[src/hw/rtl/mcfe_pkg.sv]
`default_nettype none
package mcfe_pkg;

   // width of one Q16.16 value
   localparam int VALUE_W   = 32;
   // dividend width: offset times the largest code span
   localparam int DIVIDEND_W = 48;
   // one quotient bit per divider stage, enough for the widest code
   localparam int DIV_STEPS = 16;

   // code widths of the five frame fields
   localparam int KP_BITS  = 12;
   localparam int KD_BITS  = 9;
   localparam int POS_BITS = 16;
   localparam int SPD_BITS = 12;
   localparam int TOR_BITS = 12;

   // first identifier that goes to the second bus
   localparam logic [10:0] BUS1_FIRST_IDENT = 11'd7;
   localparam logic [3:0]  FRAME_BYTES      = 4'd8;

   // register indexes
   localparam int CSR_INDEX_W = 3;
   localparam logic [CSR_INDEX_W-1:0] REG_POS_LOW     = 3'd0;
   localparam logic [CSR_INDEX_W-1:0] REG_POS_HIGH    = 3'd1;
   localparam logic [CSR_INDEX_W-1:0] REG_SPEED_LOW   = 3'd2;
   localparam logic [CSR_INDEX_W-1:0] REG_SPEED_HIGH  = 3'd3;
   localparam logic [CSR_INDEX_W-1:0] REG_TORQUE_LOW  = 3'd4;
   localparam logic [CSR_INDEX_W-1:0] REG_TORQUE_HIGH = 3'd5;
   localparam logic [CSR_INDEX_W-1:0] REG_GAIN_P_HIGH = 3'd6;
   localparam logic [CSR_INDEX_W-1:0] REG_GAIN_D_HIGH = 3'd7;

   typedef struct packed {
      logic [10:0]        motor_ident;
      logic signed [31:0] gain_p;
      logic signed [31:0] gain_d;
      logic signed [31:0] target_pos;
      logic signed [31:0] target_speed;
      logic signed [31:0] target_torque;
   } req_type;

   typedef struct packed {
      logic [10:0] frame_ident;
      logic        bus_select;
      logic [31:0] payload_low;
      logic [31:0] payload_high;
      logic [3:0]  frame_length;
      logic        bad_range;
   } rsp_type;

endpackage
`default_nettype wire

[src/hw/rtl/mcfe_scale_lane.sv]
`default_nettype none
// Clamp one value to [lo, hi] and scale it to a code of CODE_BITS bits:
// code = floor((x - lo) * (2^CODE_BITS - 1) / (hi - lo)), restoring division
// with one quotient bit per active stage; stages for quotient bits above the code width only pass data on. No stall.
module mcfe_scale_lane #(
   parameter int CODE_BITS = 12
) (
   input  wire logic                                   clock,
   input  wire logic signed [mcfe_pkg::VALUE_W-1:0]    x,
   input  wire logic signed [mcfe_pkg::VALUE_W-1:0]    lo,
   input  wire logic signed [mcfe_pkg::VALUE_W-1:0]    hi,
   output logic [CODE_BITS-1:0]                        code,
   output logic                                        bad
);

   localparam int VW    = mcfe_pkg::VALUE_W;
   localparam int DW    = mcfe_pkg::DIVIDEND_W;
   localparam int STEPS = mcfe_pkg::DIV_STEPS;

   // stage A: clamp and range check
   logic signed [VW-1:0] xc_ff, xc_in;
   logic signed [VW-1:0] lo_ff, hi_ff;
   logic                 bada_ff, bada_in;

   always_comb begin
      bada_in = (hi <= lo);
      if (x > hi) begin
         xc_in = hi;
      end else if (x < lo) begin
         xc_in = lo;
      end else begin
         xc_in = x;
      end
   end

   always_ff @(posedge clock) begin
      xc_ff   <= xc_in;
      lo_ff   <= lo;
      hi_ff   <= hi;
      bada_ff <= bada_in;
   end

   // stage B: offset, span and dividend
   logic signed [VW:0] offs_wide, span_wide;
   logic [DW-1:0]      offs_ext;
   logic [DW-1:0]      rem_ff   [STEPS+1];
   logic [VW-1:0]      span_ff  [STEPS+1];
   logic [CODE_BITS-1:0] quo_ff [STEPS+1];
   logic               bad_ff   [STEPS+1];

   always_comb begin
      offs_wide = {xc_ff[VW-1], xc_ff} - {lo_ff[VW-1], lo_ff};
      span_wide = {hi_ff[VW-1], hi_ff} - {lo_ff[VW-1], lo_ff};
      offs_ext  = DW'(offs_wide[VW-1:0]);
   end

   always_ff @(posedge clock) begin
      rem_ff[0]  <= (offs_ext << CODE_BITS) - offs_ext;
      span_ff[0] <= span_wide[VW-1:0];
      quo_ff[0]  <= '0;
      bad_ff[0]  <= bada_ff;
   end

   // divider stages, most significant quotient bit first
   for (genvar k = 0; k < STEPS; k++) begin : g_div
      localparam int QBIT = STEPS - 1 - k;
      if (QBIT < CODE_BITS) begin : g_act
         logic [DW-1:0] trial;
         logic          take;
         always_comb begin
            trial = DW'(span_ff[k]) << QBIT;
            take  = (rem_ff[k] >= trial);
         end
         always_ff @(posedge clock) begin
            rem_ff[k+1]  <= take ? (rem_ff[k] - trial) : rem_ff[k];
            quo_ff[k+1]  <= quo_ff[k] | (take ? (CODE_BITS'(1) << QBIT) : '0);
            span_ff[k+1] <= span_ff[k];
            bad_ff[k+1]  <= bad_ff[k];
         end
      end else begin : g_pass
         always_ff @(posedge clock) begin
            rem_ff[k+1]  <= rem_ff[k];
            quo_ff[k+1]  <= quo_ff[k];
            span_ff[k+1] <= span_ff[k];
            bad_ff[k+1]  <= bad_ff[k];
         end
      end
   end

   assign code = bad_ff[STEPS] ? '0 : quo_ff[STEPS];
   assign bad  = bad_ff[STEPS];

endmodule
`default_nettype wire

[config.mk]
export PLATFORM = sky130hd
export DESIGN_NAME = mcfe_scale_lane
export DESIGN_NICKNAME = d
export VERILOG_FILES = /design/src/hw/rtl/mcfe_pkg.sv /design/src/hw/rtl/mcfe_scale_lane.sv
export SDC_FILE = /design/constraint.sdc
export NUM_CORES = 2
export LEC_CHECK = 0
export BUFFER_PORTS_ARGS = -buffer_cell sky130_fd_sc_hd__buf_4
export CAP_MARGIN = 20
export CORE_ASPECT_RATIO = 1.5
export CORE_UTILIZATION = 63
export CTS_CLUSTER_SIZE = 12
export DETAILED_ROUTE_END_ITERATION = 8
export GPL_TIMING_DRIVEN = 0
export PLACE_DENSITY = 0.8
export SYNTH_ARGS = -nofsm -noshare
export SYNTH_HDL_FRONTEND = slang
export SYNTH_SLANG_ARGS = --single-unit
[constraint.sdc]
create_clock -name clock -period 6.1 [get_ports clock]
set_input_delay 1.22 -clock clock [delete_from_list [all_inputs] [get_ports clock]]
set_output_delay 1.22 -clock clock [all_outputs]
set_load 0.02 [all_outputs]
==> impl_metrics.yaml <==
run_status:
  outcome: "complete, but fails checks"
  violations_in_the_final_reports: "antenna violations"
hold_path:
  hp-class: "reg -> reg"
clock_tree:
  clock_buffers_created_by_tritoncts: 143
  cts.root.buffer_cell: "clkbuf_16"
  cts_hold_repair.buffers: 0
  clkLatencyLatePin_ps: 780
  clk_pin_slew_worst_paths_ps: 60
  post_cts_sizing: 2
  post-cts-setup-buffers: 0
  h-tree-depth: 4
  clock_tree_from_tritoncts: "built"
  clock-sinks: 1457
  clk_path_buf_depth: 3
yosys:
  ys.flop_type: "dfxtp_1"
  seq_area_frac_synth_pct: 46.8
  yosysWarningCount: 0
  synthArstFlopShare_pct: 0
  post_synth_inst_count: 6534
  synth_top_area_cell: "dfxtp_1"
  syn-num-nets: 7202
  synth_area_per_inst_um2: 9.54
  syn_area_um2: 62300
  yosys.area.top_type_share_pct: 46.8
  synth_enable_flop_cells: 0
  cell_types_with_the_largest_area_share_after_synthesis: "dfxtp_1, ha_1, xnor2_1, a21oi_1, inv_1"
  synth.lib_cells_used.distinct: 87
  synth_register_bits: 1457
setup_path:
  timing.critical_path.depth: 20
  cp.buffers_inverters: 3
  cp_common_cell: "nand2_1"
  worst_ep_required_time_ps: 6720
  critPathCapture: "rem_ff[0][38]"
  critical_path.reg2reg.startpoint: "lo_ff[22]"
  worst_r2r_endpoint: "rem_ff[0][38]"
  worst_setup_path_startpoint: "lo_ff[22]"
  worstSetupPathType: "reg -> reg"
  crit_arrival_ps: 6620
  worst_r2r_path_depth: 20
  path_delay_family: "simple AND/OR/NAND/NOR gates"
  critical_path.max_fanout: 10
  timing.critical_path.to_type: "register"
  worst_setup_path_start_kind: "register"
  reg2reg_slack_ps: 100
  path_cells: "inv_1 > ha_1 > clkbuf_1 > nand2_1 > nor2_1 > nand3_1 > o32ai_1 > nor3_1 > a211oi_1 > xor2_1 > inv_1 > ha_1 > nor2_1 > nand2_1 > mux2i_1 > nor4_1 > o21ai_1 > nand2_1 > or2_1 > xnor2_1"
  cpMaxStageDelayCell: "o32ai_1"
  maximum_cell_stage_delay_along_the_critical_path_ps: 840
timing:
  worst_slew_margin_relative_to_its_limit_pct: 17.9
  period_minus_slack_ps: 6000
  postLayoutSetupSlackWorst_ps: 97.5
  rsz0062_at_grt: "no"
  max_freq_mhz: 167
  final.hold.worst_slack_ps: 310
  final.period_utilization_pct: 98.4
  maxSlewViolCount: 0
  finalSetupTns_ps: 0
  skew_ps: 34.1
  setup_viol_count_final: 0
  hold_violation_count_in_the_final_report: 0
  worstMarginPinSlew_ps: 1230
grt:
  grt_pass1_wl_um: 249000
  grt_use_total_pct: 32.5
  maximum_number_of_pins_on_one_net_before_global_route_repair: 17
  grt_pass1_vias: 49400
  initial_antenna_violation_count: 6
  overflow: 0
routing:
  drt_drc_violations_left: 0
  wl_per_cell_um: 20.1
  detail_route.wirelength_um: 164000
  drt_iter0_drc: 2194
  route.vias.total: 46400
  ant_nets: 1
  drt_pre_antenna_iters: 7
  vias_per_cell: 5.70
place:
  preCtsSetupSlack_ps: -312
  numPortBuffers: 109
  place_area_um2: 64800
  global_placement_routability_congestion: 0.984
  post-dp-hpwl_um: 129000
power_and_ir_drop:
  power.ir.vdd_worst_mv: 0.364
  post-layout-total-power_mw: 44.4
  leakage_nw: 32.1
  cellPowerDensity_nw_per_um2: 643
die:
  boundaryPins: 110
  die-width_um: 259
  die-area_um2: 100000
  die_height_um: 387
  row_count: 140
  initial_standard_cell_utilization_of_the_core_pct: 63.9
  fp.coreArea_um2: 97600
final_layout:
  area_growth_pct: 10.8
  fin_nets: 7470
  proportion_of_layout_cells_with_a_drive_suffix_above_1_pct: 6.06
  final.fill_count: 7187
  layout.cell_area.non_filler_um2: 69100
flow_run:
  maxCapViolCount: 0
==> through the flow <==
step	utilization [%]	cells
after floorplan	-	6534
after global placement	66.3	7921
after detailed placement	66.4	7931
after CTS	70.7	8122
after global routing	70.8	8127
final	70.8	8135
==> synth_stat cells, drive strengths merged, types with 41 or more instances <==
cell,n
nor3,101
a31oi,43
clkbuf,103
nand2,439
o21bai,49
ha,558
nand3,98
inv,633
mux2i,69
xnor2,306
nor2,388
nand4,90
xor2,197
and3,44
nand2b,106
a21o,279
o21ai,393
nor2b,101
o21a,48
or3,41
mux2,51
a21oi,489
dfxtp,1457
==> worst min path at each step <==
stage	startpoint	to	slack (ps)	depth (start not counted)
finish	span_ff[0][124]	span_ff[0][156]	310	0
global route	quo_ff[15][8]	quo_ff[16][8]	320	0
CTS	rem_ff[0][168]	rem_ff[0][216]	310	0
detailed placement	bad_ff[6]	bad_ff[7]	310	0
global placement	quo_ff[12][11]	quo_ff[13][11]	310	0
floorplan	bada_ff	bad_ff[0]	310	0
==> flip-flops by register name (all words and copies together) (netlist names) <==
name	cells
span_ff	512
bada_ff	1
rem_ff	753
bad_ff	17
lo_ff	32
hi_ff	32
xc_ff	32
quo_ff	78
==> worst reg2reg max path, cell delays in order (launching register included) <==
cell and delay (ps):
dfxtp_1 300, inv_1 50, ha_1 270, clkbuf_1 370
nand2_1 100, nor2_1 530, nand3_1 200, o32ai_1 840
nor3_1 130, a211oi_1 340, xor2_1 630, inv_1 340
ha_1 350, nor2_1 140, nand2_1 70, mux2i_1 210
nor4_1 80, o21ai_1 260, nand2_1 240, or2_1 290
xnor2_1 120
==> placed cells by master (no fill, tap or decap), types with 24 or more instances in the layout <==
cell / netlist / routed
mux2i_1: 69 / 69
a31oi_1: 43 / 42
inv_1: 633 / 633
xor2_1: 197 / 197
o31ai_1: 36 / 34
o21a_1: 48 / 48
dfxtp_1: 1457 / 1457
a21boi_0: 24 / 24
and3_1: 44 / 44
nand2_1: 439 / 439
or3_1: 41 / 41
a21oi_1: 489 / 488
nor3_1: 100 / 98
and2_1: 27 / 27
o21bai_1: 49 / 48
clkbuf_1: 103 / 116
mux2_2: 46 / 46
nor4_1: 40 / 40
ha_1: 558 / 558
a21o_1: 279 / 279
clkbuf_16: 0 / 143
nor2_1: 388 / 388
nand3_1: 98 / 98
xnor2_1: 306 / 305
nand4_1: 90 / 90
o21ai_0: 388 / 388
nor2b_1: 101 / 101
buf_4: 1 / 115
nand2b_1: 105 / 105
a211oi_1: 32 / 32
==> layout make-up <==
type                            instances  area (um2)  area share [%]
Clock inverter                         20         359           0.520
Sequential cell                      1457       29200            42.2
Buffer                                122         483           0.699
Tap cell                             1278        1600            2.32
Inverter                              633        2380            3.44
Clock buffer                          171        3800            5.51
Multi-Input combinational cell       4322       30300            43.9
Antenna cell                            9        22.5          0.0326
Timing Repair Buffer                  123         911            1.32
==> routing by layer <==
layer | vias up | share of wire, % | track usage [%] | routed length, um
li1 | 23000 | - | - | -
met1 | 21700 | 28 | 22.0 | 46200
met2 | 1114 | 57 | 67.7 | 93100
met3 | 628 | 2.6 | 4.36 | 4330
met4 | 2 | 12 | 35.5 | 20000
met5 | - | 0.0067 | 0 | 11
==> power breakdown <==
part           total, mW  switching (mW)  internal [mW]
clock network       8.03            3.60           4.43
logic               21.1            12.2           8.94
registers           15.2            1.82           13.4
==> kinds of logic after synthesis <==
logic type / Yosys count / share of synthesized area (%)
AOI/OAI and AO/OA: 1550 / 15.4
DFF: 1457 / 46.8
buffers and inverters: 755 / 4.57
and+or+nand+nor: 1571 / 12.3
muxes: 120 / 2.03
xor gates and xnor gates: 503 / 7.07
adders and majority gates: 578 / 11.7
No activity file was read; power rests on OpenSTA's default activity.
